[config.mk]
export PLATFORM = sky130hd
export DESIGN_NAME = fat_relative_path_validator
export DESIGN_NICKNAME = d
export VERILOG_FILES = /design/src/hdl/frpv_pkg.sv /design/src/hdl/fat_relative_path_validator.sv
export SDC_FILE = /design/constraint.sdc
export NUM_CORES = 1
export LEC_CHECK = 0
export ABC_AREA = 0
export ABC_CLOCK_PERIOD_IN_PS = 8300
export BUFFER_PORTS_ARGS = -buffer_cell sky130_fd_sc_hd__buf_2
export CORE_MARGIN = 2
export CORE_UTILIZATION = 30
export CTS_CLUSTER_DIAMETER = 120
export DETAILED_ROUTE_END_ITERATION = 7
export MAX_ROUTING_LAYER = met4
export PLACE_DENSITY = 0.41
export SETUP_SLACK_MARGIN = 0.05
export SLEW_MARGIN = 20
export SYNTH_ARGS = -nofsm -noshare
export SYNTH_HDL_FRONTEND = slang
export SYNTH_SLANG_ARGS = --single-unit
[constraint.sdc]
create_clock -name aclk -period 8.3 [get_ports aclk]
set_input_delay 0.415 -clock aclk [delete_from_list [all_inputs] [get_ports aclk]]
set_output_delay 0.415 -clock aclk [all_outputs]
set_load 0.02 [all_outputs]
[src/hdl/frpv_pkg.sv]
// Package for the relative path validator: status codes, character
// constants and the component check function. No dependencies.
package frpv_pkg;

    typedef logic [3:0][7:0] head_t;

    localparam logic [1:0] STATUS_OK       = 2'd0;
    localparam logic [1:0] STATUS_BAD_ARG  = 2'd1;
    localparam logic [1:0] STATUS_BAD_PATH = 2'd2;
    localparam logic [1:0] STATUS_TOO_LONG = 2'd3;

    localparam logic [7:0] CH_SPACE = 8'h20;
    localparam logic [7:0] CH_DOT   = 8'h2e;
    localparam logic [7:0] CH_SLASH = 8'h2f;
    localparam logic [7:0] CH_ONE   = 8'h31;
    localparam logic [7:0] CH_NINE  = 8'h39;

    // Reserved device stems, lower case, first character in the top byte
    localparam logic [23:0] WORD_CON = 24'h636f6e;
    localparam logic [23:0] WORD_PRN = 24'h70726e;
    localparam logic [23:0] WORD_AUX = 24'h617578;
    localparam logic [23:0] WORD_NUL = 24'h6e756c;
    localparam logic [23:0] WORD_COM = 24'h636f6d;
    localparam logic [23:0] WORD_LPT = 24'h6c7074;

    function automatic logic [7:0] to_lower(logic [7:0] c);
        return (c >= 8'h41 && c <= 8'h5a) ? c + 8'h20 : c;
    endfunction

    function automatic logic head_is(head_t head, logic [23:0] word);
        return (to_lower(head[0]) == word[23:16]) &&
               (to_lower(head[1]) == word[15:8]) &&
               (to_lower(head[2]) == word[7:0]);
    endfunction

    function automatic logic forbidden_byte(logic [7:0] c);
        return c < 8'h20 || c > 8'h7e || c == 8'h22 || c == 8'h2a || c == 8'h3a ||
               c == 8'h3c || c == 8'h3e || c == 8'h3f || c == 8'h5c || c == 8'h7c;
    endfunction

    // True when the component being closed breaks a naming rule.
    function automatic logic component_bad(logic [8:0] len, head_t head, logic [2:0] stem,
                                           logic [7:0] last_char, logic [8:0] limit);
        logic reserved;
        logic bad;
        reserved = 1'b0;
        if (stem == 3'd3) begin
            reserved = head_is(head, WORD_CON) || head_is(head, WORD_PRN) ||
                       head_is(head, WORD_AUX) || head_is(head, WORD_NUL);
        end else if (stem == 3'd4) begin
            reserved = (head_is(head, WORD_COM) || head_is(head, WORD_LPT)) &&
                       head[3] >= CH_ONE && head[3] <= CH_NINE;
        end
        if (len == 9'd0) begin
            bad = 1'b1;
        end else begin
            bad = (len > limit) || last_char == CH_SPACE || last_char == CH_DOT ||
                  (len == 9'd1 && head[0] == CH_DOT) ||
                  (len == 9'd2 && head[0] == CH_DOT && head[1] == CH_DOT) ||
                  reserved;
        end
        return bad;
    endfunction

endpackage

[src/hdl/fat_relative_path_validator.sv]
// Relative path validator for long file names, top level.
// Depends on frpv_pkg.
//
// Usage:
//   Input stream s_axis_*: one path byte per beat in tdata[7:0]; tlast marks
//   the final byte; tuser[0] set means the beat stands for an empty path
//   (tdata and tlast are then ignored, a status still follows).
//   Output stream m_axis_*: one status beat per path, tdata[1:0]:
//   0 ok, 1 limit register is zero, 2 invalid path, 3 path too long.
//   cfg_wr_en/cfg_wr_data write the path byte limit; write only while idle.
// Timing:
//   A byte is registered on acceptance and folded into the path state as it
//   leaves the input register; a last or empty beat then also loads the status
//   beat. One beat per cycle is sustained, but for the stall below: the per-byte update is a
//   single level of counters and compares between the input register and
//   the state/result registers.
// Reset: aresetn (synchronous, active low) drops both valid flags, clears
//   the path state but for head_reg and loads the limit with MAX_PATH_BYTES.
// Stall: a held status beat stops only a following last/empty beat in the
//   input register; other bytes keep flowing into the path state.
module fat_relative_path_validator
    import frpv_pkg::*;
#(
    parameter int MAX_PATH_BYTES  = 4096,
    parameter int COMPONENT_LIMIT = 255
) (
    input  logic        aclk,
    input  logic        aresetn,
    input  logic        cfg_wr_en,
    input  logic [12:0] cfg_wr_data,
    input  logic        s_axis_tvalid,
    output logic        s_axis_tready,
    input  logic [7:0]  s_axis_tdata,   // [7:0] path_byte
    input  logic        s_axis_tlast,
    input  logic [0:0]  s_axis_tuser,   // [0] empty_path
    output logic        m_axis_tvalid,
    input  logic        m_axis_tready,
    output logic [7:0]  m_axis_tdata    // [1:0] status, [7:2] zero
);

    localparam logic [8:0]  COMP_LIMIT = 9'(COMPONENT_LIMIT);
    localparam logic [12:0] LIMIT_RESET = 13'(MAX_PATH_BYTES);

    logic [12:0] max_len_reg;

    logic        in_valid_reg;
    logic [7:0]  in_byte_reg;
    logic        in_last_reg;
    logic        in_empty_reg;

    logic        out_valid_reg;
    logic [1:0]  out_status_reg;

    logic [13:0] byte_count_reg,  byte_count_next;
    logic [8:0]  comp_len_reg,    comp_len_next;
    logic [2:0]  stem_len_reg,    stem_len_next;
    logic        dot_seen_reg,    dot_seen_next;
    logic [7:0]  prev_byte_reg,   prev_byte_next;
    logic        invalid_reg,     invalid_next;
    head_t       head_reg,        head_next;
    logic [1:0]  status_next;

    // Values after the current byte, before any end-of-path close
    logic [13:0] cap;
    logic [13:0] bc1;
    logic [8:0]  cl1;
    logic [2:0]  sl1;
    logic        dot1;
    logic        inv1;
    logic        inv2;
    head_t       head1;

    logic produces;
    logic advance;

    assign produces      = in_last_reg || in_empty_reg;
    assign advance       = in_valid_reg && (!produces || !out_valid_reg || m_axis_tready);
    assign s_axis_tready = !in_valid_reg || advance;
    assign m_axis_tvalid = out_valid_reg;
    assign m_axis_tdata  = {6'b0, out_status_reg};

    always_comb begin
        cap   = {1'b0, max_len_reg} + 14'd1;
        bc1   = (byte_count_reg < cap) ? byte_count_reg + 14'd1 : byte_count_reg;
        head1 = head_reg;
        if (in_byte_reg == CH_SLASH) begin
            inv1 = invalid_reg ||
                   component_bad(comp_len_reg, head_reg, stem_len_reg, prev_byte_reg, COMP_LIMIT);
            cl1  = 9'd0;
            sl1  = 3'd0;
            dot1 = 1'b0;
        end else begin
            inv1 = invalid_reg || forbidden_byte(in_byte_reg) ||
                   (comp_len_reg == 9'd0 && in_byte_reg == CH_SPACE);
            if (comp_len_reg < 9'd4) begin
                head1[comp_len_reg[1:0]] = in_byte_reg;
            end
            dot1 = dot_seen_reg || (in_byte_reg == CH_DOT);
            sl1  = (in_byte_reg != CH_DOT && !dot_seen_reg && stem_len_reg < 3'd5)
                   ? stem_len_reg + 3'd1 : stem_len_reg;
            cl1  = (comp_len_reg < 9'd256) ? comp_len_reg + 9'd1 : comp_len_reg;
        end
        inv2 = inv1 || component_bad(cl1, head1, sl1, in_byte_reg, COMP_LIMIT);

        if (in_empty_reg) begin
            status_next = (max_len_reg == 13'd0) ? STATUS_BAD_ARG : STATUS_BAD_PATH;
        end else if (max_len_reg == 13'd0) begin
            status_next = STATUS_BAD_ARG;
        end else if (bc1 > {1'b0, max_len_reg}) begin
            status_next = STATUS_TOO_LONG;
        end else if (inv2) begin
            status_next = STATUS_BAD_PATH;
        end else begin
            status_next = STATUS_OK;
        end

        head_next = head1;
        if (produces) begin
            byte_count_next = 14'd0;
            comp_len_next   = 9'd0;
            stem_len_next   = 3'd0;
            dot_seen_next   = 1'b0;
            prev_byte_next  = 8'd0;
            invalid_next    = 1'b0;
        end else begin
            byte_count_next = bc1;
            comp_len_next   = cl1;
            stem_len_next   = sl1;
            dot_seen_next   = dot1;
            prev_byte_next  = in_byte_reg;
            invalid_next    = inv1;
        end
    end

    always_ff @(posedge aclk) begin
        if (!aresetn) begin
            max_len_reg    <= LIMIT_RESET;
            in_valid_reg   <= 1'b0;
            out_valid_reg  <= 1'b0;
            byte_count_reg <= 14'd0;
            comp_len_reg   <= 9'd0;
            stem_len_reg   <= 3'd0;
            dot_seen_reg   <= 1'b0;
            prev_byte_reg  <= 8'd0;
            invalid_reg    <= 1'b0;
        end else begin
            if (cfg_wr_en) begin
                max_len_reg <= cfg_wr_data;
            end
            if (s_axis_tready) begin
                in_valid_reg <= s_axis_tvalid;
            end
            if (advance) begin
                byte_count_reg <= byte_count_next;
                comp_len_reg   <= comp_len_next;
                stem_len_reg   <= stem_len_next;
                dot_seen_reg   <= dot_seen_next;
                prev_byte_reg  <= prev_byte_next;
                invalid_reg    <= invalid_next;
            end
            if (advance && produces) begin
                out_valid_reg <= 1'b1;
            end else if (m_axis_tready) begin
                out_valid_reg <= 1'b0;
            end
        end
    end

    // Payload registers, no reset
    always_ff @(posedge aclk) begin
        if (s_axis_tvalid && s_axis_tready) begin
            in_byte_reg  <= s_axis_tdata;
            in_last_reg  <= s_axis_tlast;
            in_empty_reg <= s_axis_tuser[0];
        end
        if (advance) begin
            head_reg <= head_next;
        end
        if (advance && produces) begin
            out_status_reg <= status_next;
        end
    end

endmodule

==> results of run 1 <==
[where the power goes]
| part | internal (mW) | total (mW) | switching, mW |
|---|---|---|---|
| clock network | 0.211 | 0.430 | 0.218 |
| logic | 0.0520 | 0.138 | 0.0864 |
| registers | 0.508 | 0.530 | 0.0220 |
[per-layer routing]
layer,global-route usage (%),vias to the layer above,part of all wire (%)
li1,-,2928,-
met1,28.1,2925,51
met2,27.7,172,43
met3,2.61,24,4.9
met4,5.16,0,1.4
met5,-,-,0
[worst max-delay path, stage by stage, from the launching register on]
cell and delay (ps):
sky130_fd_sc_hd__dfxtp_1 440, sky130_fd_sc_hd__inv_1 90, sky130_fd_sc_hd__nor3_1 280, sky130_fd_sc_hd__and3_1 310
sky130_fd_sc_hd__nand3_1 120, sky130_fd_sc_hd__xnor2_1 140, sky130_fd_sc_hd__ha_1 280, sky130_fd_sc_hd__a21o_1 180
sky130_fd_sc_hd__a21oi_1 180, sky130_fd_sc_hd__nand3b_1 100, sky130_fd_sc_hd__o21a_1 300, sky130_fd_sc_hd__nor2_1 380
sky130_fd_sc_hd__and2_1 240, sky130_fd_sc_hd__xor2_1 170, sky130_fd_sc_hd__ha_1 260, sky130_fd_sc_hd__a21o_1 160
sky130_fd_sc_hd__a21o_1 170, sky130_fd_sc_hd__a211o_1 280, sky130_fd_sc_hd__o221ai_1 140, sky130_fd_sc_hd__a211o_1 160
sky130_fd_sc_hd__inv_1 50, sky130_fd_sc_hd__o31ai_1 240, sky130_fd_sc_hd__o31ai_1 100
[placed cells by master, fill, tap and decap left out, types with 7 or more instances in the layout]
| master | instances |
|---|---|
| sky130_fd_sc_hd__nand3_1 | 28 |
| sky130_fd_sc_hd__a22oi_1 | 13 |
| sky130_fd_sc_hd__ha_1 | 42 |
| sky130_fd_sc_hd__nor2b_1 | 38 |
| sky130_fd_sc_hd__or3_1 | 9 |
| sky130_fd_sc_hd__mux2i_1 | 22 |
| sky130_fd_sc_hd__nor4_1 | 13 |
| sky130_fd_sc_hd__and3_1 | 13 |
| sky130_fd_sc_hd__edfxtp_1 | 44 |
| sky130_fd_sc_hd__nand4b_1 | 10 |
| sky130_fd_sc_hd__o21ai_0 | 37 |
| sky130_fd_sc_hd__mux2_2 | 16 |
| sky130_fd_sc_hd__buf_2 | 31 |
| sky130_fd_sc_hd__nor2_1 | 33 |
| sky130_fd_sc_hd__dfxtp_1 | 51 |
| sky130_fd_sc_hd__o31ai_1 | 8 |
| sky130_fd_sc_hd__xor2_1 | 10 |
| sky130_fd_sc_hd__a21oi_1 | 25 |
| sky130_fd_sc_hd__o22a_1 | 9 |
| sky130_fd_sc_hd__nor4b_1 | 7 |
| sky130_fd_sc_hd__nor3_1 | 16 |
| sky130_fd_sc_hd__a31oi_1 | 10 |
| sky130_fd_sc_hd__clkbuf_16 | 9 |
| sky130_fd_sc_hd__nand2_1 | 54 |
| sky130_fd_sc_hd__buf_4 | 12 |
| sky130_fd_sc_hd__nand4_1 | 15 |
| sky130_fd_sc_hd__inv_1 | 31 |
| sky130_fd_sc_hd__o211ai_1 | 8 |
| sky130_fd_sc_hd__xnor2_1 | 18 |
| sky130_fd_sc_hd__nand2b_1 | 9 |
| sky130_fd_sc_hd__and2_1 | 14 |
[per-stage QoR]
stage                     utilization, %  hold WS (ps)
after floorplan                        -           477
after global placement              32.3           509
after detailed placement            32.3           522
after CTS                           33.6           206
after global routing                33.6           204
final                               33.6           214
[cells by family after synthesis]
| group | Yosys count | synth area share (%) |
|---|---|---|
| AOI/OAI and AO/OA | 186 | 18.9 |
| xor gates and xnor gates | 28 | 3.54 |
| adders and majority gates | 42 | 7.58 |
| buffers and inverters | 87 | 5.12 |
| DFF | 95 | 33.8 |
| muxes | 40 | 6.15 |
| other | 1 | 0.0541 |
| and+or+nand+nor | 298 | 24.9 |
[cell type report]
type,instances,share of cell area (%)
repair buffers,43,3.22
clock inverters,7,0.871
inverters,32,1.58
multi-input cells,600,55.9
clock buffers,9,2.96
well taps,285,4.68
flip-flops and latches,95,30.8
[worst paths after layout]
kind         slack, ps                  to  cells past startpoint               start
max               3240   out_status_reg[1]                     22      max_len_reg[2]
min                210      in_byte_reg[2]                      1     s_axis_tdata[2]
max reg2reg       3240   out_status_reg[1]                     22      max_len_reg[2]
min reg2reg        530  byte_count_reg[13]                      2  byte_count_reg[13]
==> metrics.md, run 1 <==
| Metric | Value |
|---|---|
| Number of top-level design ports | `38` |
| Count of vias placed by the detailed router | `6,049` |
| Standard cell area after detailed placement | `7320 um^2` |
| Number of fill cells | `2,308` |
| Setup WS pre-CTS | `between 3000 and 4000 ps` |
| Clk sink count | `95` |
| Critical path endpoint category | `flop` |
| Maximum resistive drop on vdd | `approximately 0.082 mV` |
| Total of buffers placed on input and output ports | `31` |
| Post-synth top flop | `sky130_fd_sc_hd__dfxtp_1` |
| Setup TNS Final | `0 ps` |
| Count of instances resized after the clock tree is built | `0` |
| Top post-synthesis cells by area | `sky130_fd_sc_hd__edfxtp_1, sky130_fd_sc_hd__dfxtp_1, sky130_fd_sc_hd__ha_1` |
| PnR worst setup slack | `3240 ps` |
| Post-CTS Repair Setup Buffers | `0` |
| Area of the mapped netlist | `6940 um^2` |
| List of most frequent post-synthesis cells | `sky130_fd_sc_hd__nand2_1, sky130_fd_sc_hd__dfxtp_1, sky130_fd_sc_hd__edfxtp_1` |
| Clk root buf | `sky130_fd_sc_hd__clkbuf_16` |
| Period utilisation layout | `60.9%` |
| Fraction of registers with async set or reset after synthesis | `0%` |
| Count of non-filler cells in the finished layout | `1,071` |
| Layout Nets | `851` |
| Multi-input combinational cell area | `4260 um^2` |
| Register bit count reported by yosys | `95` |
| Ratio of cells with drive above 1 in the final layout | `12.5%` |
| WL/cell | `20.5 um` |
| Row cnt | `55` |
| Setup skew after layout | `~16 ps` |
| Status | `completed` |
| Mean post-synth cell area | `approximately 8.9 um^2` |
| Floorplan Core Area | `between 20,000 and 25,000 um^2` |
| Number of placed cells counting well taps | `1,055` |
| Post-synth EDFFs | `44` |
| # DRC | `0` |
| Vias per cell | `5.65` |
| Max capacitance violation total | `0` |
| Least-Margin Pin Slew | `958 ps` |
| Starting density of the core | `a little under a third` |
| Global-route wire length before repair | `35,100 um` |
| Initial DRC count | `509` |
| Setup repair after global routing missed its margin | `false` |
| Overall die height | `156 um` |
| Required arrival time at the worst endpoint | `8400 ps` |
| Flip-flop count of the largest register after layout | `32` |
| Critical path start-end classification | `reg2reg` |
| Area share of the leading cell type in the synthesized netlist | `between 10% and 20%` |
| Power per cell area | `between 100 and 150 nW/um^2` |
| Largest net degree at the start of global routing | `56` |
| Count of distinct cell types in the synthesized netlist | `76` |
| Layout-stage area growth over the synthesis result | `9.76%` |
| Final estimated routing congestion in global placement | `0.860` |
| Count of hold-fix buffers inserted at cts | `0` |
| Area occupied by registers | `2340 um^2` |
| Fin. max-slew vios | `0` |
| Antenna Cells | `0` |
| Hold crit path type | `in2reg` |
| Area of the die | `24,400 um^2` |
| Width of the chip | `156 um` |
| Clock latency reported for the late side of the worst-skew pair | `370 ps` |
| # H-tree levels | `3` |
| Total number of yosys warnings | `0` |
| Arr. time, crit path | `5160 ps` |
| TritonRoute pass-1 iters | `5` |
| Detailed-placement wirelength estimate | `15,900 um` |
| Max transition margin | `34.5%` |
| Maximum buffer depth of the clock tree | `2` |
| Critical path launch point type | `flop` |
| Final total power | `1.10 mW` |
| Clock Pin Slew Worst Setup and Hold Paths | `80 ps` |
| Number of failing setup endpoints in the final timing report | `0` |
| Number of CTS-inserted buffers | `9` |
| TritonCTS clock tree | `built` |
| Most numerous cell in the Yosys netlist | `sky130_fd_sc_hd__nand2_1` |
| Total global routing overflow | `0` |
| Sequential fraction of the synthesis area | `33.8%` |
| Layout Cell Area excl Fill | `7610 um^2` |
| Vias in the first global route | `about 5,900` |
| Number of nets with antenna violations after routing | `0` |
| Final routed wirelength across all metal layers | `~22,000 um` |
| Count of mapped cells out of synthesis | `777` |
| Initial antenna violation count | `0` |
| Yosys top cell by area | `sky130_fd_sc_hd__edfxtp_1` |
| Final critical path time including I/O delays and setup | `5060 ps` |
| Global router's overall resource usage | `around a fifth` |
| Static leakage power | `2.85 nW` |
| Worst-path fanout max | `8` |
| Hold Fails Final Rpt | `0` |
| Top achievable clock speed | `198 MHz` |
Note: power is estimated with default switching activity, not from simulation.
==> run 2: changes to the inputs <==
--- a/config.mk
+++ b/config.mk
@@ -6,14 +6,14 @@
 export NUM_CORES = 1
 export LEC_CHECK = 0
 export ABC_AREA = 0
-export ABC_CLOCK_PERIOD_IN_PS = 8300
+export ABC_CLOCK_PERIOD_IN_PS = 4400
 export BUFFER_PORTS_ARGS = -buffer_cell sky130_fd_sc_hd__buf_2
 export CORE_MARGIN = 2
 export CORE_UTILIZATION = 30
 export CTS_CLUSTER_DIAMETER = 120
 export DETAILED_ROUTE_END_ITERATION = 7
 export MAX_ROUTING_LAYER = met4
-export PLACE_DENSITY = 0.41
+export PLACE_DENSITY = 0.43
 export SETUP_SLACK_MARGIN = 0.05
 export SLEW_MARGIN = 20
 export SYNTH_ARGS = -nofsm -noshare
==> constraint.sdc (replaced) <==
create_clock -name aclk -period 4.4 [get_ports aclk]
set_input_delay 0.22 -clock aclk [delete_from_list [all_inputs] [get_ports aclk]]
set_output_delay 0.22 -clock aclk [all_outputs]
set_load 0.02 [all_outputs]
==> run 2 against run 1 <==
Compared with the run above: cell area increased by 6.7%; power up 91%; clock-buffer cell count unchanged; sequential cell count unchanged; critical endpoint unchanged; highest routed layer unchanged.
==> metrics.md, run 2 (synthesis gave the netlist of run 1 again) <==
| Metric | Value |
|---|---|
| Final routed wirelength across all metal layers | `22,400 um (+2.3%)` |
| Setup skew after layout | `11.7 ps (-4.12 ps)` |
| Period utilisation layout | `96.4% (+35 points)` |
| Count of non-filler cells in the finished layout | `1,113 (+3.9%)` |
| Antenna Cells | `0 (unchanged)` |
| Standard cell area after detailed placement | `7560 um^2 (+3.2%)` |
| Area of the die | `24,400 um^2 (unchanged)` |
| Largest net degree at the start of global routing | `56 (unchanged)` |
| Cell count of the worst hold path | `1 (unchanged)` |
| Fin. max-slew vios | `0 (unchanged)` |
| Least-Margin Pin Slew | `866 ps (-91.4 ps)` |
| Flip-flop count of the largest register after layout | `32 (unchanged)` |
| Detailed-placement wirelength estimate | `16,100 um (+1.4%)` |
| Status | `completed` |
| Layout Cell Area excl Fill | `8130 um^2 (+6.7%)` |
| Final-layout worst hold slack | `26.0 ps (-188 ps)` |
| Area occupied by registers | `2350 um^2 (+0.21%)` |
| Overall die height | `156 um (unchanged)` |
| Required arrival time at the worst endpoint | `4570 ps (-3830 ps)` |
| Clock Pin Slew Worst Setup and Hold Paths | `80 ps (about the same)` |
| Initial antenna violation count | `0 (unchanged)` |
| Top achievable clock speed | `236 MHz (+19%)` |
| Arr. time, crit path | `4410 ps (-750 ps)` |
| Highest-count cells in the layout ignoring fill and taps | `sky130_fd_sc_hd__nand2_1, sky130_fd_sc_hd__buf_4, sky130_fd_sc_hd__dfxtp_1` |
| Starting density of the core | `30.6% (unchanged)` |
| R2R Path Start | `max_len_reg[3]` |
| Global router's overall resource usage | `19.6% (+0.33 points)` |
| Hold crit path type | `in2reg` |
| Setup slack of the most critical reg-to-reg path | `160 ps (-3080 ps)` |
| Number of placed cells counting well taps | `1,084 (+2.7%)` |
| Count of hold-fix buffers inserted at cts | `0 (unchanged)` |
| Layout Nets | `893 (+4.9%)` |
| Vias per cell | `5.62 (-0.56%)` |
| Worst-path fanout max | `4 (-4)` |
| WL/cell | `20.2 um (-1.5%)` |
| Count of vias placed by the detailed router | `6,251 (+3.3%)` |
| Maximum resistive drop on vdd | `0.150 mV (+84%)` |
| Power per cell area | `258 nW/um^2 (+79%)` |
| Total of buffers placed on input and output ports | `31 (unchanged)` |
| Static leakage power | `3.12 nW (+9.5%)` |
| Length in cells of the worst reg-to-reg path | `22 (unchanged)` |
| Number of nets with antenna violations after routing | `0 (unchanged)` |
| Setup WS pre-CTS | `-51.9 ps (-3320 ps)` |
| Clk sink count | `95 (unchanged)` |
| Row cnt | `55 (unchanged)` |
| Multi-input combinational cell area | `4440 um^2 (+4.3%)` |
| Vias in the first global route | `6,275 (+6.1%)` |
| Floorplan Core Area | `22,600 um^2 (unchanged)` |
| Final critical path time including I/O delays and setup | `4240 ps (-816 ps)` |
| Critical path launch point type | `flop` |
| Setup repair after global routing missed its margin | `true` |
| Ratio of cells with drive above 1 in the final layout | `21.1% (+8.7 points)` |
| TritonRoute pass-1 iters | `6 (+1)` |
| Min-Delay Startpoint | `s_axis_tdata[7]` |
| Layout-stage area growth over the synthesis result | `17.2%` |
| TritonCTS clock tree | `built` |
| Clk root buf | `sky130_fd_sc_hd__clkbuf_16` |
| Hold Fails Final Rpt | `0 (unchanged)` |
| Number of fill cells | `2,300 (-0.35%)` |
| Max capacitance violation total | `0 (unchanged)` |
| Crit Reg-Reg Endpoint | `out_status_reg[1]` |
| PnR worst setup slack | `159 ps (-3080 ps)` |
| Number of top-level design ports | `38 (unchanged)` |
| Initial DRC count | `566 (+11%)` |
| Max transition margin | `42.3% (+7.7 points)` |
| Clock latency reported for the late side of the worst-skew pair | `360 ps (about the same)` |
| Global-route wire length before repair | `35,800 um (+2.0%)` |
| Maximum buffer depth of the clock tree | `2 (unchanged)` |
| Critical path start-end classification | `reg2reg` |
| Number of failing setup endpoints in the final timing report | `0 (unchanged)` |
| Core occupancy in the finished layout | `35.9% (+2.3 points)` |
| # H-tree levels | `3 (unchanged)` |
| Final estimated routing congestion in global placement | `0.905 (+5.2%)` |
| # DRC | `0 (unchanged)` |
| Total global routing overflow | `0 (unchanged)` |
| Worst Hold Endpoint | `in_byte_reg[7]` |
| Number of CTS-inserted buffers | `9 (unchanged)` |
| Width of the chip | `156 um (unchanged)` |
| Critical path endpoint category | `flop` |
[run 2: cell count changes in the layout (fill, tap and decap cells not counted), sizes merged]
cell and change:
buf +42, clkinv +2, clkinvlp -2
[run 2: per-layer routing]
| metal | track usage, % | share of wire, % |
|---|---|---|
| met1 | 28.1 | 50 |
| met2 | 29.1 | 45 |
| met3 | 2.33 | 4.3 |
| met4 | 5.24 | 1.4 |
| met5 | - | 0 |
[run 2: critical path, stage by stage (launching register included)]
cell                       delay [ps]
sky130_fd_sc_hd__dfxtp_2          330
sky130_fd_sc_hd__inv_2             50
sky130_fd_sc_hd__nor3_4           200
sky130_fd_sc_hd__and3_4           270
sky130_fd_sc_hd__nand3_4           80
sky130_fd_sc_hd__xnor2_2          140
sky130_fd_sc_hd__ha_1             300
sky130_fd_sc_hd__a21o_1           170
sky130_fd_sc_hd__a21oi_2          140
sky130_fd_sc_hd__nand3b_1         100
sky130_fd_sc_hd__o21a_4           240
sky130_fd_sc_hd__nor2_4           120
sky130_fd_sc_hd__buf_4            140
sky130_fd_sc_hd__nand4_1          150
sky130_fd_sc_hd__xnor2_1          190
sky130_fd_sc_hd__ha_1             300
sky130_fd_sc_hd__nand4_1          240
sky130_fd_sc_hd__a31oi_4          280
sky130_fd_sc_hd__o221ai_2         120
sky130_fd_sc_hd__a211o_1          280
sky130_fd_sc_hd__inv_2             70
sky130_fd_sc_hd__o31ai_2           50
sky130_fd_sc_hd__o31ai_1          100
[run 2: worst max-delay path by stage]
stage | start | to | slack, ps | cells past startpoint
2_1_floorplan | max_len_reg[2] | out_status_reg[1] | 60 | 23
3_3_place_gp | max_len_reg[6] | out_status_reg[1] | 40 | 21
3_5_place_dp | max_len_reg[6] | out_status_reg[1] | -50 | 22
4_1_cts | max_len_reg[8] | out_status_reg[1] | 70 | 22
5_1_grt | max_len_reg[3] | out_status_reg[1] | -80 | 24
6_report | max_len_reg[3] | out_status_reg[1] | 160 | 22
[run 2: final cells by class]
class | count | area share (%)
clock buffer | 9 | 2.77
clock inverter | 7 | 0.908
inverter | 32 | 1.48
multi-input combinational | 600 | 54.6
sequential | 95 | 28.9
tap | 285 | 4.39
timing repair buffer | 85 | 6.94
[run 2: power breakdown]
group	total [mW]	switching (mW)	leakage, nW	internal [mW]
registers	0.993	0.0352	0.831	0.958
clock network	0.810	0.408	0.147	0.402
logic	0.294	0.179	2.15	0.115
total	2.10	0.622	3.12	1.48
[run 2: timing repair]
action / 4_1_cts / 5_1_grt
gates resized for setup: 24 / 18
setup endpoints to repair: 2 / 2
buffers inserted: 7 / 6
pin swaps: 19 / 22
[run 2: stage by stage]
stage	power [mW]	setup TNS [ps]
after detailed placement	1.29	-51.9
after floorplan	1.19	0
after global placement	1.29	0
after CTS	2.11	0
final	2.10	0
after global routing	2.20	-133
==> run 3: changes to the inputs <==
--- a/config.mk
+++ b/config.mk
@@ -6,14 +6,14 @@
 export NUM_CORES = 1
 export LEC_CHECK = 0
 export ABC_AREA = 0
-export ABC_CLOCK_PERIOD_IN_PS = 4400
+export ABC_CLOCK_PERIOD_IN_PS = 4800
 export BUFFER_PORTS_ARGS = -buffer_cell sky130_fd_sc_hd__buf_2
 export CORE_MARGIN = 2
 export CORE_UTILIZATION = 30
 export CTS_CLUSTER_DIAMETER = 120
 export DETAILED_ROUTE_END_ITERATION = 7
 export MAX_ROUTING_LAYER = met4
-export PLACE_DENSITY = 0.43
+export PLACE_DENSITY = 0.41
 export SETUP_SLACK_MARGIN = 0.05
 export SLEW_MARGIN = 20
 export SYNTH_ARGS = -nofsm -noshare
==> constraint.sdc (replaced) <==
create_clock -name aclk -period 4.8 [get_ports aclk]
set_input_delay 0.24 -clock aclk [delete_from_list [all_inputs] [get_ports aclk]]
set_output_delay 0.24 -clock aclk [all_outputs]
set_load 0.02 [all_outputs]
==> run 3 against run 2 <==
Compared with the run above: utilization is 1.2 points lower; die area stayed put; non-clock buffer count is 18 lower; highest routed layer unchanged.
==> metrics.md, run 3 (synthesis gave the netlist of run 1 again) <==
| Metric | Value |
|---|---|
| Least-Margin Pin Slew | `886 ps (+19.3 ps)` |
| Highest-count cells in the layout ignoring fill and taps | `sky130_fd_sc_hd__nand2_1, sky130_fd_sc_hd__dfxtp_1, sky130_fd_sc_hd__edfxtp_1` |
| Gate power share | `13.5% (-0.5 points)` |
| Number of CTS-inserted buffers | `9 (unchanged)` |
| Fin. max-slew vios | `0 (unchanged)` |
| Critical path endpoint category | `flop` |
| Static leakage power | `3.00 nW (-4.0%)` |
| Critical path launch point type | `flop` |
| Total global routing overflow | `0 (unchanged)` |
| Share of total power in sequential cells | `48.0% (+0.7 points)` |
| Switching power | `0.559 mW (-10%)` |
| Global-route wire length before repair | `35,000 um (-2.2%)` |
| Standard cell area after detailed placement | `7480 um^2 (-1.1%)` |
| Setup skew after layout | `12.8 ps (+1.11 ps)` |
| Commonest non-fill, non-tap cell in the layout | `sky130_fd_sc_hd__nand2_1` |
| Relative contribution of the clock network to total power | `38.5% (about the same)` |
| PnR worst setup slack | `318 ps (+158 ps)` |
| Count of non-filler cells in the finished layout | `1,095 (-1.6%)` |
| Maximum resistive drop on vdd | `0.148 mV (-1.3%)` |
| Starting density of the core | `30.6% (unchanged)` |
| Count of hold-fix buffers inserted at cts | `0 (unchanged)` |
| Setup TNS Final | `0 ps (unchanged)` |
| Max transition margin | `40.6% (-1.7 points)` |
| Final-layout worst hold slack | `55.1 ps (+29.2 ps)` |
| Clk sink count | `95 (unchanged)` |
| Vias in the first global route | `6,012 (-4.2%)` |
| Global router's overall resource usage | `19.2% (-0.41 points)` |
| Setup slack of the most critical reg-to-reg path | `320 ps (+160 ps)` |
| TritonCTS clock tree | `built` |
| Width of the chip | `156 um (unchanged)` |
| Clock Pin Slew Worst Setup and Hold Paths | `80 ps (about the same)` |
| Floorplan Core Area | `22,600 um^2 (unchanged)` |
| Hold crit path type | `in2reg` |
| Layout Nets | `875 (-2.0%)` |
| Largest net degree at the start of global routing | `56 (unchanged)` |
| Maximum buffer depth of the clock tree | `2 (unchanged)` |
| Row cnt | `55 (unchanged)` |
| Launch point of the critical path | `max_len_reg[3]` |
| Layout Cell Area excl Fill | `7860 um^2 (-3.2%)` |
| Core occupancy in the finished layout | `34.7% (-1.2 points)` |
| Antenna Cells | `0 (unchanged)` |
| Count of vias placed by the detailed router | `6,190 (-0.98%)` |
| Status | `completed` |
| Final critical path time including I/O delays and setup | `4480 ps (+242 ps)` |
| Initial antenna violation count | `0 (unchanged)` |
| Arr. time, crit path | `4650 ps (+240 ps)` |
| Net Sw Frac | `29.4% (-0.22 points)` |
| Area of the die | `24,400 um^2 (unchanged)` |
| Setup WS pre-CTS | `33.3 ps (+85.2 ps)` |
| Setup repair after global routing missed its margin | `true` |
| # DRC | `0 (unchanged)` |
| Max capacitance violation total | `0 (unchanged)` |
| Detailed-placement wirelength estimate | `16,300 um (+1.3%)` |
| Number of placed cells counting well taps | `1,076 (-0.74%)` |
| Layout-stage area growth over the synthesis result | `13.3%` |
| Required arrival time at the worst endpoint | `4970 ps (+400 ps)` |
| Overall die height | `156 um (unchanged)` |
| Ratio of cells with drive above 1 in the final layout | `16.9% (-4.2 points)` |
| Crit Reg-Reg Endpoint | `out_status_reg[1]` |
| Total of buffers placed on input and output ports | `31 (unchanged)` |
| TritonRoute pass-1 iters | `5 (-1)` |
| WL/cell | `20.3 um (+0.76%)` |
| Power per cell area | `241 nW/um^2 (-6.5%)` |
| Period utilisation layout | `93.4% (-3.0 points)` |
| # H-tree levels | `3 (unchanged)` |
| Clk root buf | `sky130_fd_sc_hd__clkbuf_16` |
| Length in cells of the worst reg-to-reg path | `22 (unchanged)` |
| Final total power | `1.90 mW (-9.6%)` |
| Final estimated routing congestion in global placement | `0.903 (-0.21%)` |
| Final routed wirelength across all metal layers | `22,200 um (-0.87%)` |
| Clock latency reported for the late side of the worst-skew pair | `360 ps (about the same)` |
| Number of top-level design ports | `38 (unchanged)` |
| Number of nets with antenna violations after routing | `0 (unchanged)` |
| R2R Path Start | `max_len_reg[3]` |
| Flip-flop count of the largest register after layout | `32 (unchanged)` |
| Number of fill cells | `2,299 (-0.043%)` |
| Critical path start-end classification | `reg2reg` |
| Pint | `1.34 mW (-9.3%)` |
| Capturing element of the worst setup path | `out_status_reg[1]` |
| Hold Fails Final Rpt | `0 (unchanged)` |
| Top achievable clock speed | `223 MHz (-5.4%)` |
| Number of failing setup endpoints in the final timing report | `0 (unchanged)` |
| Initial DRC count | `490 (-13%)` |
| Worst-path fanout max | `5 (+1)` |
| Vias per cell | `5.65 (+0.65%)` |
## run 3: cell type report
| type | count | area (um^2) | share of cell area (%) |
|---|---|---|---|
| clock buffer | 9 | 225 | 2.86 |
| timing repair buffer | 67 | 425 | 5.41 |
| inverter | 32 | 120 | 1.53 |
| multi-input combinational | 600 | 4330 | 55.0 |
| sequential | 95 | 2340 | 29.8 |
| clock inverter | 7 | 63.8 | 0.812 |
| tap | 285 | 357 | 4.54 |
## run 3: how the worst min path moves through the flow
stage | end | depth (start not counted) | slack [ps] | from
2_1_floorplan | in_byte_reg[0] | 0 | 340 | s_axis_tdata[0]
3_3_place_gp | in_byte_reg[2] | 1 | 420 | s_axis_tdata[2]
3_5_place_dp | in_byte_reg[2] | 1 | 420 | s_axis_tdata[2]
4_1_cts | in_byte_reg[2] | 1 | 40 | s_axis_tdata[2]
5_1_grt | in_byte_reg[6] | 1 | 40 | s_axis_tdata[6]
6_report | in_byte_reg[6] | 1 | 60 | s_axis_tdata[6]
## run 3: power by group through the flow
stage / clock (mW) / combinational (mW) / sequential (mW)
final: 0.731 / 0.256 / 0.910
after global routing: 0.785 / 0.281 / 0.915
after CTS: 0.759 / 0.251 / 0.909
after detailed placement: 0 / 0.250 / 0.928
after global placement: 0 / 0.250 / 0.928
after floorplan: 0 / 0.170 / 0.916
## run 3: routing by layer
metal | part of all wire, % | global-route usage [%]
met1 | 50 | 27.3
met2 | 43 | 28.4
met3 | 5.4 | 2.97
met4 | 1.3 | 4.67
met5 | 0 | -
## run 3: worst max-delay path, cell delays in order (launching register included)
cell	delay, ps
sky130_fd_sc_hd__dfxtp_2	360
sky130_fd_sc_hd__inv_1	90
sky130_fd_sc_hd__nor3_2	230
sky130_fd_sc_hd__and3_4	240
sky130_fd_sc_hd__nand3_1	90
sky130_fd_sc_hd__xnor2_1	150
sky130_fd_sc_hd__ha_1	320
sky130_fd_sc_hd__a21o_1	200
sky130_fd_sc_hd__a21oi_2	140
sky130_fd_sc_hd__nand3b_1	100
sky130_fd_sc_hd__o21a_4	240
sky130_fd_sc_hd__buf_4	160
sky130_fd_sc_hd__or2_2	300
sky130_fd_sc_hd__xnor2_1	140
sky130_fd_sc_hd__ha_1	290
sky130_fd_sc_hd__nand4_1	140
sky130_fd_sc_hd__o21bai_1	190
sky130_fd_sc_hd__a31oi_1	220
sky130_fd_sc_hd__o221ai_1	160
sky130_fd_sc_hd__a211o_1	280
sky130_fd_sc_hd__inv_1	90
sky130_fd_sc_hd__o31ai_2	80
sky130_fd_sc_hd__o31ai_2	90
## run 3: timing repair
item / in CTS / in global routing
pin swaps: 0 / 8
buffers inserted: 0 / 3
setup endpoints to repair: 1 / 2
resized for setup: 2 / 19
